`config.mk`:
```
export PLATFORM = sky130hd
export DESIGN_NAME = utf8_stream_decoder_top
export DESIGN_NICKNAME = d
export VERILOG_FILES = /design/src/sv/u8d_pkg.sv /design/src/sv/u8d_step.sv /design/src/sv/u8d_out_reg.sv /design/src/sv/utf8_stream_decoder_top.sv
export SDC_FILE = /design/constraint.sdc
export NUM_CORES = 1
export LEC_CHECK = 0
export ABC_AREA = 1
export BUFFER_PORTS_ARGS = -buffer_cell sky130_fd_sc_hd__buf_2
export CAP_MARGIN = 20
export CORE_MARGIN = 2
export CORE_UTILIZATION = 55
export CTS_BUF_LIST = sky130_fd_sc_hd__clkbuf_16
export CTS_CLUSTER_DIAMETER = 40
export DETAILED_ROUTE_END_ITERATION = 10
export PLACE_DENSITY_LB_ADDON = 0.05
export RECOVER_POWER = 50
export SLEW_MARGIN = 30
export SYNTH_ARGS = -nofsm -noshare
export SYNTH_HDL_FRONTEND = slang
export SYNTH_SLANG_ARGS = --single-unit
```
`constraint.sdc`:
```
create_clock -name aclk -period 4.4 [get_ports aclk]
set_input_delay 0.44 -clock aclk [delete_from_list [all_inputs] [get_ports aclk]]
set_output_delay 0.44 -clock aclk [all_outputs]
set_load 0.02 [all_outputs]
```
`src/sv/u8d_pkg.sv`:
```
// Shared types and constants for the UTF-8 stream decoder.
package u8d_pkg;

    localparam int unsigned BYTE_W = 8;
    localparam int unsigned CP_W   = 31;
    localparam int unsigned REM_W  = 3;
    localparam int unsigned CONT_W = 6;

    typedef enum logic [1:0] {
        ST_OK  = 2'd0,
        ST_ERR = 2'd1,
        ST_END = 2'd2
    } status_t;

    typedef struct packed {
        logic [CP_W-1:0]  acc;
        logic [REM_W-1:0] remaining;
    } dec_state_t;

    typedef struct packed {
        logic            emit;
        logic [CP_W-1:0] code_point;
        status_t         status;
    } dec_result_t;

    // Top two bits of a continuation byte
    localparam logic [1:0] CONT_PREFIX = 2'b10;

endpackage

```
`src/sv/u8d_step.sv`:
```
// Combinational decode of one byte against the open sequence state.
module u8d_step (
    input  logic [u8d_pkg::BYTE_W-1:0] byte_in,
    input  logic                       end_of_stream,
    input  u8d_pkg::dec_state_t        state_cur,
    output u8d_pkg::dec_state_t        state_next,
    output u8d_pkg::dec_result_t       result
);
    import u8d_pkg::*;

    logic [CP_W-1:0]  acc_shift;
    logic [REM_W-1:0] rem_dec;

    assign acc_shift = {state_cur.acc[CP_W-CONT_W-1:0], byte_in[CONT_W-1:0]};
    assign rem_dec   = state_cur.remaining - REM_W'(1);

    always_comb begin
        state_next        = state_cur;
        result.emit       = 1'b0;
        result.code_point = '0;
        result.status     = ST_OK;

        if (end_of_stream) begin
            result.emit   = 1'b1;
            result.status = (state_cur.remaining != '0) ? ST_ERR : ST_END;
        end else if (state_cur.remaining == '0) begin
            case (byte_in) inside
                [8'h00:8'h7F]: begin
                    result.emit       = 1'b1;
                    result.code_point = CP_W'(byte_in);
                end
                [8'h80:8'hBF], [8'hFE:8'hFF]: begin
                    result.emit   = 1'b1;
                    result.status = ST_ERR;
                end
                [8'hC0:8'hDF]: begin
                    state_next.acc       = CP_W'(byte_in & 8'h1F);
                    state_next.remaining = REM_W'(1);
                end
                [8'hE0:8'hEF]: begin
                    state_next.acc       = CP_W'(byte_in & 8'h0F);
                    state_next.remaining = REM_W'(2);
                end
                [8'hF0:8'hF7]: begin
                    state_next.acc       = CP_W'(byte_in & 8'h07);
                    state_next.remaining = REM_W'(3);
                end
                [8'hF8:8'hFB]: begin
                    state_next.acc       = CP_W'(byte_in & 8'h03);
                    state_next.remaining = REM_W'(4);
                end
                default: begin
                    // 0xFC and 0xFD: six-byte lead
                    state_next.acc       = CP_W'(byte_in & 8'h01);
                    state_next.remaining = REM_W'(5);
                end
            endcase
        end else if (byte_in[BYTE_W-1 -: 2] != CONT_PREFIX) begin
            result.emit   = 1'b1;
            result.status = ST_ERR;
        end else if (rem_dec == '0) begin
            result.emit       = 1'b1;
            result.code_point = acc_shift;
        end else begin
            state_next.acc       = acc_shift;
            state_next.remaining = rem_dec;
        end

        // Any result closes the sequence
        if (result.emit) begin
            state_next.acc       = '0;
            state_next.remaining = '0;
        end
    end

endmodule

```
`src/sv/u8d_out_reg.sv`:
```
// Result register holding one decoded item until the sink takes it.
module u8d_out_reg (
    input  logic                         aclk,
    input  logic                         aresetn,
    input  logic                         load,
    input  logic [u8d_pkg::CP_W-1:0]     code_point_in,
    input  u8d_pkg::status_t             status_in,
    output logic                         load_ready,
    output logic                         m_tvalid,
    input  logic                         m_tready,
    output logic [u8d_pkg::CP_W-1:0]     code_point_out,
    output u8d_pkg::status_t             status_out
);
    import u8d_pkg::*;

    logic            valid_reg;
    logic [CP_W-1:0] cp_reg;
    status_t         status_reg;

    assign load_ready = !valid_reg || m_tready;

    always_ff @(posedge aclk) begin
        if (!aresetn) begin
            valid_reg <= 1'b0;
        end else if (load_ready) begin
            valid_reg <= load;
        end
    end

    always_ff @(posedge aclk) begin
        if (load && load_ready) begin
            cp_reg     <= code_point_in;
            status_reg <= status_in;
        end
    end

    assign m_tvalid       = valid_reg;
    assign code_point_out = cp_reg;
    assign status_out     = status_reg;

endmodule

```
`src/sv/utf8_stream_decoder_top.sv`:
```
// Path: input register, combinational decode step, result register, then m_.
// Throughput: one byte per cycle unless a result is blocked; decode is combinational.
// A byte that completes no code point gives no result and frees its slot at once.
// Back-pressure on m_ stalls the input register only when the result register is full.
// Reset: aresetn synchronous active low; clears valid flags and the open sequence.
module utf8_stream_decoder_top (
    input  logic        aclk,
    input  logic        aresetn,
    input  logic        s_tvalid,
    output logic        s_tready,
    input  logic [7:0]  s_tdata,   // [7:0] byte_in
    input  logic [0:0]  s_tuser,   // [0] end_of_stream
    output logic        m_tvalid,
    input  logic        m_tready,
    output logic [31:0] m_tdata,   // [30:0] code_point, [31] zero
    output logic [1:0]  m_tuser    // [1:0] status
);
    import u8d_pkg::*;

    logic              in_valid_reg;
    logic [BYTE_W-1:0] in_byte_reg;
    logic              in_eos_reg;
    dec_state_t        state_reg;
    dec_state_t        state_next;
    dec_result_t       res;
    logic              out_ready;
    logic              advance;
    logic [CP_W-1:0]   out_cp;
    status_t           out_status;

    u8d_step u_step (
        .byte_in       (in_byte_reg),
        .end_of_stream (in_eos_reg),
        .state_cur     (state_reg),
        .state_next    (state_next),
        .result        (res)
    );

    // Advance the held byte unless its result has nowhere to go
    assign advance  = in_valid_reg && (!res.emit || out_ready);
    assign s_tready = !in_valid_reg || advance;

    always_ff @(posedge aclk) begin
        if (!aresetn) begin
            in_valid_reg <= 1'b0;
        end else if (s_tready) begin
            in_valid_reg <= s_tvalid;
        end
    end

    always_ff @(posedge aclk) begin
        if (s_tvalid && s_tready) begin
            in_byte_reg <= s_tdata;
            in_eos_reg  <= s_tuser[0];
        end
    end

    always_ff @(posedge aclk) begin
        if (!aresetn) begin
            state_reg <= '0;
        end else if (advance) begin
            state_reg <= state_next;
        end
    end

    u8d_out_reg u_out (
        .aclk           (aclk),
        .aresetn        (aresetn),
        .load           (in_valid_reg && res.emit),
        .code_point_in  (res.code_point),
        .status_in      (res.status),
        .load_ready     (out_ready),
        .m_tvalid       (m_tvalid),
        .m_tready       (m_tready),
        .code_point_out (out_cp),
        .status_out     (out_status)
    );

    assign m_tdata = {1'b0, out_cp};
    assign m_tuser = out_status;

    a_err_cp_zero: assert property (@(posedge aclk) disable iff (!aresetn)
        (m_tvalid && out_status != ST_OK) |-> (out_cp == '0))
        else $error("error or end result carries a nonzero code point");

    a_boundary_after_result: assert property (@(posedge aclk) disable iff (!aresetn)
        (advance && res.emit) |=> (state_reg.remaining == '0 && state_reg.acc == '0))
        else $error("sequence state not cleared after a result");

    a_stall_cause: assert property (@(posedge aclk) disable iff (!aresetn)
        !s_tready |-> (in_valid_reg && res.emit && m_tvalid && !m_tready))
        else $error("input stalled without a blocked result");

    a_end_only_at_boundary: assert property (@(posedge aclk) disable iff (!aresetn)
        (advance && res.emit && res.status == ST_END) |-> (state_reg.remaining == '0))
        else $error("end of stream reported inside a sequence");

endmodule
```
# After elaboration in Yosys (flattened, before gate mapping)
# Cells that the tools add are included.
dict set report totals {
  regBits 72
  input_bits 13
  output_inout_bits 36
}
dict set report classes {
  n_lt_le_gt_ge 14
  n_mux 24
  n_eq_ne 6
  n_addsub 1
  n_reduce_logical 22
}
# op n
set ops {}
lappend ops {{28-bit two-way mux} 8}
lappend ops {{8-bit >= comparator (second input constant)} 6}
lappend ops {{8-bit less-or-equal comparator (second input constant)} 6}
lappend ops {{34-bit two-way mux} 1}
lappend ops {{32-bit two-way mux} 1}
lappend ops {{31-bit two-way mux} 1}
lappend ops {{1-bit logical AND} 11}
lappend ops {{8-bit by 1-bit >= comparator with 1-bit output (second input constant)} 1}
lappend ops {{8-bit by 7-bit less-or-equal comparator with 1-bit output (second input constant)} 1}
lappend ops {{8-bit two-way mux} 1}
lappend ops {{7-bit two-way mux} 1}
lappend ops {{3-bit logical NOT} 2}
lappend ops {{1-bit two-way mux} 6}
lappend ops {{2-bit two-way mux} 3}
lappend ops {{6-bit two-way mux} 1}
lappend ops {{3-bit by 2-bit != test with 1-bit output (second input constant)} 2}
lappend ops {{3-bit != test (second input constant)} 2}
lappend ops {{6-bit AND reduction} 1}
lappend ops {{5-bit two-way mux} 1}
lappend ops {{1-bit logical NOT} 3}
lappend ops {{1-bit logical OR} 3}
lappend ops {{3-bit nonzero test} 1}
lappend ops {{3-bit by 1-bit subtractor with 3-bit output (second input constant)} 1}
lappend ops {{2-bit by 1-bit != test with 1-bit output (second input constant)} 1}
lappend ops {{other kinds (2)} 2}

# Logic depth before layout (Yosys ltp)
# Gate-level depths: netlist (run 1).
dict set report logic_depth {
  ltp_word 12
  mapped_depth 15
}

# By module
# Synthesis (run 1) repeated with hierarchy kept, for this count alone.
dict set report unflattened {
  hier_cells 470
  hier_area_um2 4071.4
}
# mod instances seq_area_each_um2 area_per_inst_um2 cells_each
set modules_own_cells {}
lappend modules_own_cells {utf8_stream_decoder_top 1 970.9 1958.1 243}
lappend modules_own_cells {u8d_step 1 0.0 1071.0 187}
lappend modules_own_cells {u8d_out_reg 1 1011.0 1042.2 40}

# Worst setup path before layout (run 1)
# OpenSTA, ideal clock, no wires.
dict set report synth_timing {
  path_type {register -> register}
  startpoint {register state_reg[0] (netlist name)}
  endpoint {register u_out.cp_reg[0], in the netlist u_out.code_point_out[0] (enable)}
  t_required_ns 3.976
  path_buffers 0
  setup_slack_ns 1.299
  setup_ns 0.424
  arrival_ns 2.677
  stages_incl_launch_ff 11
  synth_period_minus_slack_ns 3.101
  path_cell_list {dfxtp_1 inv_1 ha_1 inv_1 nor2_4 nor2_4 nand3_4 nand2_2 nand2_4 nand2_1 nor2_1}
}
dict set report synth_via {
  elab_chain_len 8
}
# item line_no
set synth_lines {}
lappend synth_lines {{start: declaration} utf8_stream_decoder_top.sv:23} ;# dec_state_t state_reg;
lappend synth_lines {{start signal: assignment} utf8_stream_decoder_top.sv:62} ;# state_reg <= state_next;
lappend synth_lines {{3-bit by 1-bit subtractor with 3-bit output} u8d_step.sv:15} ;# assign rem_dec = state_cur.remaining - REM_W'(1);
lappend synth_lines {{3-bit logical NOT} u8d_step.sv:61} ;# end else if (rem_dec == '0) begin
lappend synth_lines {{32-bit two-way mux} u8d_step.sv:61}
lappend synth_lines {{1-bit two-way mux} u8d_step.sv:58} ;# end else if (byte_in[BYTE_W-1 -: 2] != CONT_PREFIX) begin
lappend synth_lines {{34-bit two-way mux (*)} u8d_step.sv:26} ;# end else if (state_cur.remaining == '0) begin
lappend synth_lines {{1-bit two-way mux (*)} u8d_step.sv:23} ;# if (end_of_stream) begin
lappend synth_lines {{1-bit logical AND (*)} utf8_stream_decoder_top.sv:69} ;# .load (in_valid_reg && res.emit),
lappend synth_lines {{1-bit logical AND (*)} u8d_out_reg.sv:31} ;# if (load && load_ready) begin
lappend synth_lines {{end signal: assignment} u8d_out_reg.sv:32} ;# cp_reg <= code_point_in;
lappend synth_lines {{end: declaration} u8d_out_reg.sv:17} ;# logic [CP_W-1:0] cp_reg;
# Mark *: on every way between the ends. The rest lies on a longest branch, timed or not.
# A chain may end at the register's enable or synchronous reset.

# Worst setup path after layout (run 1)
dict set report layout_timing {
  startpoint {register state_reg[0] (netlist name)}
  endpoint {register u_out.cp_reg[6], in the netlist u_out.code_point_out[6] (enable)}
}
# Same word-level chain as after synthesis.

==> results.md, run 1 <==
| Metric | This run |
|:---|:---|
| Status | complete, no violations |
| Drt pass-1 iters | 4 |
| Lkg Pwr | 1.511 nW |
| Switching share of total power | 25.68% |
| Post-CTS clock slew at the launch and capture registers of the worst setup and hold paths | 0.05 ns |
| Synth top area cells | sky130_fd_sc_hd__edfxtp_1 (40%), sky130_fd_sc_hd__dfxtp_1 (19%), sky130_fd_sc_hd__nor2_1 (13%) |
| FMAX | 317.8 MHz |
| Global router's overall resource usage | 20.31% |
| Max-cap check violation count | 0 |
| Setup repair after global routing missed its margin | no |
| Count of different cell masters after synthesis | 26 |
| Post-Synthesis Mean Instance Area | 8.614 µm² |
| # diodes | 0 |
| Net switching power figure | 406.8 µW |
| Number of flip-flops under the largest register name | 31 |
| Final hold violation count | 0 |
| Least-Margin Pin Slew | 0.8499 ns |
| Number of flip-flops and latches in the synthesized netlist | 72 |
| Global placement routability congestion | 0.8674 |
| Clock net sink count | 72 |
| Required time reported for the critical path endpoint | 4.41 ns |
| Total DRC errors in the routed layout | 0 |
| Detailed router's first-iteration violation count | 103 |
| Synth top area share | 40.22% |
| Top library cells by usage in the layout, fill and taps aside | sky130_fd_sc_hd__nor2_1 (107), sky130_fd_sc_hd__nand2_1 (74), sky130_fd_sc_hd__inv_1 (42), sky130_fd_sc_hd__edfxtp_1 (42), sky130_fd_sc_hd__clkbuf_1 (34) |
| Via count of the routed design | 2359 |
| Int Pwr | 1.177 mW |
| Final TNS setup | 0 ns |
| Element type at the critical path end | flip-flop |
| Number of port buffers | 47 |
| Ratio of final minimum period to clock period | 71.52% |
| I/O pins | 49 |
| Syn Inst Count | 364 |
| Detailed-route wire length per cell | 12.03 µm |
| Starting density of the core | 56.94% |
| Number of nets in the synthesized netlist | 380 |
| Clock latency reported for the late side of the worst-skew pair | 0.33 ns |
| Clock tree from TritonCTS | yes |
| Startpoint of the most critical setup path | state_reg[0] |
| Top cell type by total area after synthesis | sky130_fd_sc_hd__edfxtp_1 |
| Net count of the finished layout | 425 |
| Wire length of the first global-routing pass | 9756 µm |
| Leading cell type in the layout, fill and taps excluded | sky130_fd_sc_hd__nor2_1 |
| Kind of critical path | flip-flop to flip-flop |
| H-Tree Depth | 3 |
| Area of the mapped netlist | 3136 µm² |
| Count of cells along the worst register-to-register path | 11 |
| Relative slew margins | 43.20% |
| Clock network fraction of design power | 40.3% |
| CP arrival | 3.16 ns |
| Buffer type at the clock tree root | sky130_fd_sc_hd__clkbuf_16 |
| Number of vias per cell | 4.854 |
| Final Skew | 0.002662 ns |
| Area grow syn2layout | 14.68% |
| Reg-to-reg critical path startpoint | state_reg[0] |
| Final WL | 5847 µm |
| Sequential element share of the synthesized area | 59.38% |
| Cts-stage hold buffer count | 0 |
| Non-filler instance count after layout | 486 |
| Worst hold slack across all endpoints | 0.2856 ns |
| Number of global-route vias before repair | 2175 |
| Post-synth EDFFs | 42 |
| Layout cells sized above 1 | 9.903% |
| Die area | 6321 µm² |
| Total of endpoints with negative setup slack in the final report | 0 |
| Peak fanout along the critical path | 19 |
| Area inside the core boundary | 5507 µm² |
| Number of max-slew violations in the final report | 0 |
| Post_cts resized | 0 |
| Chip width | 79.51 µm |
| Number of antenna violations at the first check in global routing | 0 |
| Total clock buffers created by CTS | 9 |
| Largest buffer count on any clock path | 2 |
| Placed Cells | 470 |
| Class of the tightest hold or removal check | input port to flip-flop |
| Sequential Power Share | 48.9% |
| Vertical die dimension | 79.51 µm |
| Post-DP HPWL | 3871 µm |
| Async set or reset register ratio after synthesis | 0% |
| Antenna-violating nets left | 0 |
| Startpoint type of the worst setup path | flip-flop |
| Fill cell count | 464 |
| Combinational Power Share | 10.8% |
| Largest net degree at the start of global routing | 30 |
| Total congestion overflow after global routing | 0 |
| Synthesis warning total | 0 |
| Row count | 27 |
| Top flip-flop cell by instance count after synthesis | sky130_fd_sc_hd__edfxtp_1 |
| Power per cell area | 440.5 nW/µm² |
| Tmin final | 3.147 ns |
| Start point of the worst min-delay path | s_tdata[1] |
| Hold path depth | 1 |
| Setup Buffers After CTS | 0 |
| Worst supply voltage drop on vdd | 0.2602 mV |
[cell type report]
type / instances / area, µm² / share of cell area (%)
Clock inverter: 7 / 38.79 / 1.079
Timing Repair Buffer: 48 / 200.2 / 5.567
Multi-Input combinational cell: 233 / 1011 / 28.11
Tap cell: 72 / 90.09 / 2.505
Sequential cell: 72 / 1862 / 51.77
Inverter: 45 / 168.9 / 4.697
Clock buffer: 9 / 225.2 / 6.263
[through the flow]
step	power, mW	util [%]	instance area [µm²]	worst slack [ns]
final	1.584	65.30	3596	1.253
after global routing	1.649	65.30	3596	0.9320
after floorplan	0.9223	-	3136	1.299
after global placement	0.9619	61.55	3390	1.712
after detailed placement	0.9656	61.55	3390	1.602
after CTS	1.606	66.35	3654	1.582
[path summary, 6_finish.rpt]
path	endpoint	slack, ns
min	in_byte_reg[1]	0.29
max	u_out.code_point_out[6]	1.25
max reg2reg	u_out.code_point_out[6]	1.25
min reg2reg	state_reg[15]	0.47
[worst max-delay path, cell delays in order, from the launching register on]
cell and delay [ns]:
sky130_fd_sc_hd__dfxtp_1 0.31, sky130_fd_sc_hd__inv_1 0.11, sky130_fd_sc_hd__ha_1 0.18, sky130_fd_sc_hd__inv_1 0.05, sky130_fd_sc_hd__nor2_1 0.45, sky130_fd_sc_hd__nor2_1 0.21, sky130_fd_sc_hd__nand3_4 0.20, sky130_fd_sc_hd__nand2_2 0.10
sky130_fd_sc_hd__nand2_4 0.13, sky130_fd_sc_hd__nand2_1 0.08, sky130_fd_sc_hd__nor2_2 0.63, sky130_fd_sc_hd__buf_4 0.38
[synth_stat cells (2+ instances only)]
master                     instances
sky130_fd_sc_hd__a21oi_1           5
sky130_fd_sc_hd__buf_2             2
sky130_fd_sc_hd__buf_6             3
sky130_fd_sc_hd__clkbuf_1          7
sky130_fd_sc_hd__dfxtp_1          30
sky130_fd_sc_hd__edfxtp_1         42
sky130_fd_sc_hd__ha_1              3
sky130_fd_sc_hd__inv_1            42
sky130_fd_sc_hd__inv_2             3
sky130_fd_sc_hd__nand2_1          74
sky130_fd_sc_hd__nand2_2           2
sky130_fd_sc_hd__nand2_4           3
sky130_fd_sc_hd__nand3_1          21
sky130_fd_sc_hd__nor2_1          106
sky130_fd_sc_hd__nor2_4            3
sky130_fd_sc_hd__nor3_1            6
sky130_fd_sc_hd__o21ai_0           3
[cells by family after synthesis]
logic type	synth area share [%]
buffers and inverters	7.981
adder cells (fa/ha/maj)	1.197
AND/OR/NAND/NOR	29.49
other	0.1196
AO/OA/AOI/OAI	1.835
flip-flops	59.38
[per-layer routing]
layer / share of wire (%) / global-route usage (%) / wire length (µm)
met4: 2.3 / 8.793 / 134
met3: 5.1 / 5.882 / 300
met1: 45 / 25.65 / 2632
met5: 0 / 0 / 0
met2: 48 / 32.52 / 2781
[power groups by stage]
stage               Clock, mW  Combinational [mW]  Sequential, mW
floorplan                   0               0.118           0.804
global placement            0               0.175           0.787
detailed placement          0               0.178           0.788
CTS                     0.652               0.179           0.774
global route            0.676               0.195           0.778
finish                  0.639               0.171           0.774
Power figures use the tool's default switching activity.
==> inputs of run 2 (changes only) <==
- clock period: 4.4 -> 3.15 ns (I/O delays scaled with it)
==> run 2 against run 1 <==
Effect of this change: clock skew up 0.0064 ns; global-route usage up 0.45 points; first-iteration DRC count up 18%; critical path depth down 1; largest power group unchanged.
==> results.md, run 2 (synthesis results as in run 1) <==
| Metric | This run | vs previous |
|:---|:---|:---|
| Instance area at placement | 3405 µm² | +0.44% |
| H-Tree Depth | 3 | unchanged |
| Global placement routability congestion | 0.8798 | +1.4% |
| Largest net degree at the start of global routing | 30 | unchanged |
| Number of vias per cell | 4.828 | -0.54% |
| Detailed router's first-iteration violation count | 122 | +18% |
| Setup Buffers After CTS | 0 | unchanged |
| Number of max-slew violations in the final report | 0 | unchanged |
| Sequential Power Share | 45.0% | -3.9 points |
| Detailed-route wire length per cell | 11.83 µm | -1.6% |
| Switching share of total power | 22.96% | -2.7 points |
| Peak fanout along the critical path | 10 | -9 |
| Lkg Pwr | 1.559 nW | +3.2% |
| Number of flip-flops under the largest register name | 31 | unchanged |
| Post_cts resized | 0 | unchanged |
| Layout cells sized above 1 | 9.375% | -0.53 points |
| Area grow syn2layout | 16.84% |  |
| Net switching power figure | 552.0 µW | +36% |
| Post-CTS clock slew at the launch and capture registers of the worst setup and hold paths | 0.05 ns | about the same |
| Via count of the routed design | 2356 | -0.13% |
| Kind of critical path | flip-flop to primary output |  |
| CP arrival | 2.24 ns | -0.92 ns |
| Required time reported for the critical path endpoint | 2.83 ns | -1.58 ns |
| Clock latency reported for the late side of the worst-skew pair | 0.33 ns | about the same |
| Non-Filler Cell Area, Final | 3664 µm² | +1.9% |
| Chip width | 79.51 µm | unchanged |
| Startpoint type of the worst setup path | flip-flop |  |
| Final WL | 5775 µm | -1.2% |
| Vertical die dimension | 79.51 µm | unchanged |
| Die area | 6321 µm² | unchanged |
| Element type at the critical path end | primary output |  |
| Tmin final | 2.556 ns |  |
| Drt pass-1 iters | 4 | unchanged |
| Antenna-violating nets left | 0 | unchanged |
| Number of antenna violations at the first check in global routing | 0 | unchanged |
| Number of port buffers | 47 | unchanged |
| Status | complete, no violations |  |
| Clock net sink count | 72 | unchanged |
| Buffer type at the clock tree root | sky130_fd_sc_hd__clkbuf_16 |  |
| # diodes | 0 | unchanged |
| Final TNS setup | 0 ns | unchanged |
| Global router's overall resource usage | 20.76% | +0.45 points |
| Max-cap check violation count | 0 | unchanged |
| Top library cells by usage in the layout, fill and taps aside | sky130_fd_sc_hd__nor2_1 (106), sky130_fd_sc_hd__nand2_1 (74), sky130_fd_sc_hd__inv_1 (45) |  |
| Total of endpoints with negative setup slack in the final report | 0 | unchanged |
| Largest buffer count on any clock path | 2 | unchanged |
| Class of the tightest hold or removal check | input port to flip-flop |  |
| Starting density of the core | 56.94% | unchanged |
| Leading cell type in the layout, fill and taps excluded | sky130_fd_sc_hd__nor2_1 |  |
| Post-DP HPWL | 3952 µm | +2.1% |
| Relative slew margins | 59.66% | +16 points |
| Cts-stage hold buffer count | 0 | unchanged |
| Least-Margin Pin Slew | 0.6043 ns | -0.2456 ns |
| Row count | 27 | unchanged |
| Clock network fraction of design power | 45.1% | +4.8 points |
| Total congestion overflow after global routing | 0 | unchanged |
| Worst supply voltage drop on vdd | 0.4317 mV | +66% |
| Ratio of final minimum period to clock period | 81.13% |  |
| Net count of the finished layout | 427 | +0.47% |
| Clock tree from TritonCTS | yes |  |
| Total clock buffers created by CTS | 9 | unchanged |
| Wire length of the first global-routing pass | 9756 µm | unchanged |
| Area inside the core boundary | 5507 µm² | unchanged |
| I/O pins | 49 | unchanged |
| Total DRC errors in the routed layout | 0 | unchanged |
| Power per cell area | 656.3 nW/µm² | +49% |
| Int Pwr | 1.852 mW | +57% |
| Final hold violation count | 0 | unchanged |
| Setup repair after global routing missed its margin | no |  |
| Final Skew | 0.009067 ns | +0.006404 ns |
| FMAX | 391.3 MHz |  |
| Combinational Power Share | 9.9% | -0.9 points |
| Number of global-route vias before repair | 2284 | +5.0% |
run 2: cell count changes in the layout (fill, tap and decap cells not counted):
cell / delta
sky130_fd_sc_hd__clkbuf_1: +1
sky130_fd_sc_hd__nor2_4: +1
sky130_fd_sc_hd__clkinv_2: -4
sky130_fd_sc_hd__bufinv_16: +2
sky130_fd_sc_hd__nand3_1: +1
sky130_fd_sc_hd__clkinvlp_4: -2
sky130_fd_sc_hd__nand3_4: -1
sky130_fd_sc_hd__clkbuf_16: +1
sky130_fd_sc_hd__nor2_1: -1
sky130_fd_sc_hd__buf_4: +1
sky130_fd_sc_hd__inv_1: +3
run 2: critical path, stage by stage, from the launching register on:
cell,delay [ns]
sky130_fd_sc_hd__dfxtp_1,0.33
sky130_fd_sc_hd__inv_1,0.08
sky130_fd_sc_hd__ha_1,0.21
sky130_fd_sc_hd__inv_1,0.09
sky130_fd_sc_hd__nor2_4,0.06
sky130_fd_sc_hd__nor2_1,0.18
sky130_fd_sc_hd__nand3_1,0.32
sky130_fd_sc_hd__nand2_2,0.21
sky130_fd_sc_hd__nand2_4,0.11
sky130_fd_sc_hd__nand3_1,0.13
sky130_fd_sc_hd__buf_2,0.19
run 2: through the flow:
stage          setup slack, ns  hold WS (ns)  power, mW  instances  util (%)
2_1_floorplan          0.04865        0.4139      1.288        364         -
3_3_place_gp             1.031        0.4510      1.342        472     61.83
3_5_place_dp            0.9477        0.4570      1.348        472     61.83
4_1_cts                 0.8405        0.1519      2.430        488     67.73
5_1_grt                 0.3547        0.1487      2.495        488     66.53
6_report                0.5943        0.1595      2.405        488     66.53
run 2: final timing paths:
path / depth (start not counted) / slack, ns / startpoint / endpoint
setup / recovery: 10 / 0.59 / state_reg[0] / s_tready
hold / removal: 1 / 0.16 / s_tdata[0] / in_byte_reg[0]
hold reg to reg: 2 / 0.47 / state_reg[15] / state_reg[15]
setup reg to reg: 13 / 0.66 / state_reg[0] / state_reg[14]
run 2: layout make-up:
class,instances,area [µm²]
Clock inverter,6,75.07
Multi-Input combinational cell,233,1006
Tap cell,72,90.09
Sequential cell,72,1862
Timing Repair Buffer,50,211.5
Fill cell,484,1843
Inverter,45,168.9
Clock buffer,10,250.2
run 2: power by group through the flow:
stage / clock network, mW / logic, mW / registers, mW
3_3_place_gp: 0 / 0.242 / 1.10
5_1_grt: 1.14 / 0.270 / 1.09
3_5_place_dp: 0 / 0.246 / 1.10
6_report: 1.08 / 0.238 / 1.08
4_1_cts: 1.10 / 0.249 / 1.08
2_1_floorplan: 0 / 0.165 / 1.12
run 2: routing by layer:
| layer | vias up | share of wire, % | track usage (%) |
|---|---|---|---|
| met5 | - | 0 | 0 |
| met4 | 0 | 2.5 | 10.86 |
| met3 | 15 | 5.1 | 6.674 |
| met2 | 58 | 48 | 33.95 |
| met1 | 1057 | 45 | 24.34 |
| li1 | 1226 | - | - |
==> inputs of run 3 (changes only) <==
- CORE_UTILIZATION: 55 -> 50
- clock period: 3.15 -> 2.3 ns (I/O delays scaled with it)
==> run 3 against run 2 <==
Effect of this change: clock power is 26% higher; non-clock buffer count increased by 7; utilization is 3.9 points lower; combinational power rose by 54%; critical path depth did not move; total power rose by 33%; worst setup slack got worse by 0.45 ns; sequential power up 37%; final cell count is 2.0% higher.
==> results.md, run 3 (synthesis results as in run 1) <==
| Metric | This run | vs previous |
|:---|:---|:---|
| Status | complete, no violations |  |
| Cts-stage hold buffer count | 0 | unchanged |
| Number of port buffers | 47 | unchanged |
| Number of max-slew violations in the final report | 0 | unchanged |
| Worst supply voltage drop on vdd | 0.5901 mV | +37% |
| Net switching power figure | 799.8 µW | +45% |
| Largest buffer count on any clock path | 2 | unchanged |
| Buffer type at the clock tree root | sky130_fd_sc_hd__clkbuf_16 |  |
| Instance area at placement | 3466 µm² | +1.8% |
| Placed Cells | 477 | +1.1% |
| Clock latency reported for the late side of the worst-skew pair | 0.33 ns | about the same |
| Final Skew | 0.006442 ns | -0.002624 ns |
| Power per cell area | 853.3 nW/µm² | +30% |
| Clock tree from TritonCTS | yes |  |
| Total congestion overflow after global routing | 0 | unchanged |
| Setup repair after global routing missed its margin | no |  |
| Antenna-violating nets left | 0 | unchanged |
| Number of antenna violations at the first check in global routing | 0 | unchanged |
| H-Tree Depth | 3 | unchanged |
| Wire length of the first global-routing pass | 9936 µm | +1.8% |
| Ratio of final minimum period to clock period | 93.64% |  |
| Tmin final | 2.154 ns |  |
| Number of vias per cell | 4.795 | -0.68% |
| Clock net sink count | 72 | unchanged |
| Final hold violation count | 0 | unchanged |
| Non-Filler Cell Area, Final | 3751 µm² | +2.4% |
| Number of flip-flops under the largest register name | 31 | unchanged |
| Sequential Power Share | 46.1% | +1.1 points |
| FMAX | 464.3 MHz |  |
| Start point of the worst min-delay path | s_tdata[4] |  |
| Via count of the routed design | 2388 | +1.4% |
| Row count | 28 | +3.7% |
| Chip width | 83.19 µm | +4.6% |
| Kind of critical path | flip-flop to primary output |  |
| Area grow syn2layout | 19.63% |  |
| Startpoint of the most critical setup path | state_reg[1] |  |
| Die area | 6921 µm² | +9.5% |
| Detailed router's first-iteration violation count | 87 | -29% |
| Global placement routability congestion | 0.9151 | +4.0% |
| Required time reported for the critical path endpoint | 2.07 ns | -0.76 ns |
| Area inside the core boundary | 5991 µm² | +8.8% |
| Startpoint type of the worst setup path | flip-flop |  |
| Peak fanout along the critical path | 10 | unchanged |
| Net count of the finished layout | 434 | +1.6% |
| Class of the tightest hold or removal check | input port to flip-flop |  |
| Reg-to-reg critical path startpoint | state_reg[1] |  |
| Layout cells sized above 1 | 12.77% | +3.4 points |
| Switching share of total power | 24.99% | +2.0 points |
| Clock network fraction of design power | 42.4% | -2.7 points |
| Least-Margin Pin Slew | 0.5526 ns | -0.05173 ns |
| Int Pwr | 2.401 mW | +30% |
| Leading cell type in the layout, fill and taps excluded | sky130_fd_sc_hd__nor2_1 |  |
| I/O pins | 49 | unchanged |
| Detailed-route wire length per cell | 11.93 µm | +0.79% |
| Starting density of the core | 52.34% | -4.6 points |
| Top library cells by usage in the layout, fill and taps aside | sky130_fd_sc_hd__nor2_1 (105), sky130_fd_sc_hd__nand2_1 (74), sky130_fd_sc_hd__edfxtp_1 (42) |  |
| Total DRC errors in the routed layout | 0 | unchanged |
| Lkg Pwr | 1.576 nW | +1.1% |
| Non-filler instance count after layout | 498 | +2.0% |
| Total clock buffers created by CTS | 9 | unchanged |
| Total of endpoints with negative setup slack in the final report | 0 | unchanged |
| Vertical die dimension | 83.19 µm | +4.6% |
| Final WL | 5940 µm | +2.9% |
| Post-CTS clock slew at the launch and capture registers of the worst setup and hold paths | 0.06 ns | about the same |
| Relative slew margins | 63.02% | +3.4 points |
| Global router's overall resource usage | 18.17% | -2.6 points |
| Max-cap check violation count | 0 | unchanged |
| # diodes | 0 | unchanged |
| Final TNS setup | 0 ns | unchanged |
| Combinational Power Share | 11.5% | +1.6 points |
| Element type at the critical path end | primary output |  |
| Largest net degree at the start of global routing | 30 | unchanged |
| Number of global-route vias before repair | 2163 | -5.3% |
| Post-DP HPWL | 4060 µm | +2.7% |
| CP arrival | 1.92 ns | -0.32 ns |
| Drt pass-1 iters | 4 | unchanged |
[run 3: cell types whose count changed in the layout (fill, tap and decap cells not counted), moves of 2 or more]
cell | previous run | this run
sky130_fd_sc_hd__clkinvlp_4 | 0 | 3
sky130_fd_sc_hd__clkinv_2 | 0 | 2
sky130_fd_sc_hd__buf_12 | 0 | 2
sky130_fd_sc_hd__nor2_4 | 2 | 4
sky130_fd_sc_hd__inv_1 | 45 | 41
sky130_fd_sc_hd__buf_4 | 2 | 7
[run 3: per-stage QoR]
stage | hold slack [ns] | total power, mW | setup WS, ns | utilization [%]
2_1_floorplan | 0.3289 | 1.765 | 0.1020 | -
3_3_place_gp | 0.4058 | 1.859 | 0.2283 | 57.85
3_5_place_dp | 0.4081 | 1.860 | 0.1823 | 57.85
4_1_cts | 0.06572 | 3.217 | 0.06951 | 62.80
5_1_grt | 0.06130 | 3.341 | 0.005854 | 62.61
6_report | 0.07334 | 3.201 | 0.1462 | 62.61
[run 3: worst paths after layout]
check,slack [ns],endpoint,cells after the start
setup / recovery,0.15,s_tready,10
hold reg to reg,0.47,state_reg[22],2
setup reg to reg,0.15,state_reg[21],15
hold / removal,0.07,in_byte_reg[4],1
[run 3: what timing repair did]
action | 4_1_cts | 5_1_grt
buffers inserted | 0 | 5
endpoints found under the setup margin | 0 | 1
gates resized for setup | 0 | 5
[run 3: power by group through the flow]
stage / combinational (mW) / clock, mW / sequential (mW)
2_1_floorplan: 0.227 / 0 / 1.54
3_3_place_gp: 0.358 / 0 / 1.50
3_5_place_dp: 0.358 / 0 / 1.50
4_1_cts: 0.361 / 1.38 / 1.48
5_1_grt: 0.414 / 1.44 / 1.48
6_report: 0.367 / 1.36 / 1.48
[run 3: worst max-delay path: stages (launching register included)]
cell	delay, ns
sky130_fd_sc_hd__dfxtp_1	0.29
sky130_fd_sc_hd__inv_1	0.10
sky130_fd_sc_hd__ha_1	0.18
sky130_fd_sc_hd__inv_1	0.07
sky130_fd_sc_hd__nor2_4	0.20
sky130_fd_sc_hd__nor2_4	0.07
sky130_fd_sc_hd__nand3_4	0.14
sky130_fd_sc_hd__nand2_2	0.10
sky130_fd_sc_hd__nand2_4	0.11
sky130_fd_sc_hd__nand3_1	0.13
sky130_fd_sc_hd__buf_6	0.18
[run 3: per-layer routing]
metal	track usage (%)	vias to the layer above	share of wire, %
li1	-	1238	-
met2	28.52	54	48
met4	9.985	0	1.9
met3	4.970	9	3.8
met1	22.77	1087	46
met5	0	-	0
[run 3: area by class of cell]
class / count / area, µm²
inverters: 45 / 171.4
flip-flops and latches: 72 / 1862
clock inverters: 7 / 71.32
fillers: 528 / 2240
well taps: 75 / 93.84
repair buffers: 57 / 296.5
clock buffers: 9 / 225.2
multi-input cells: 233 / 1031
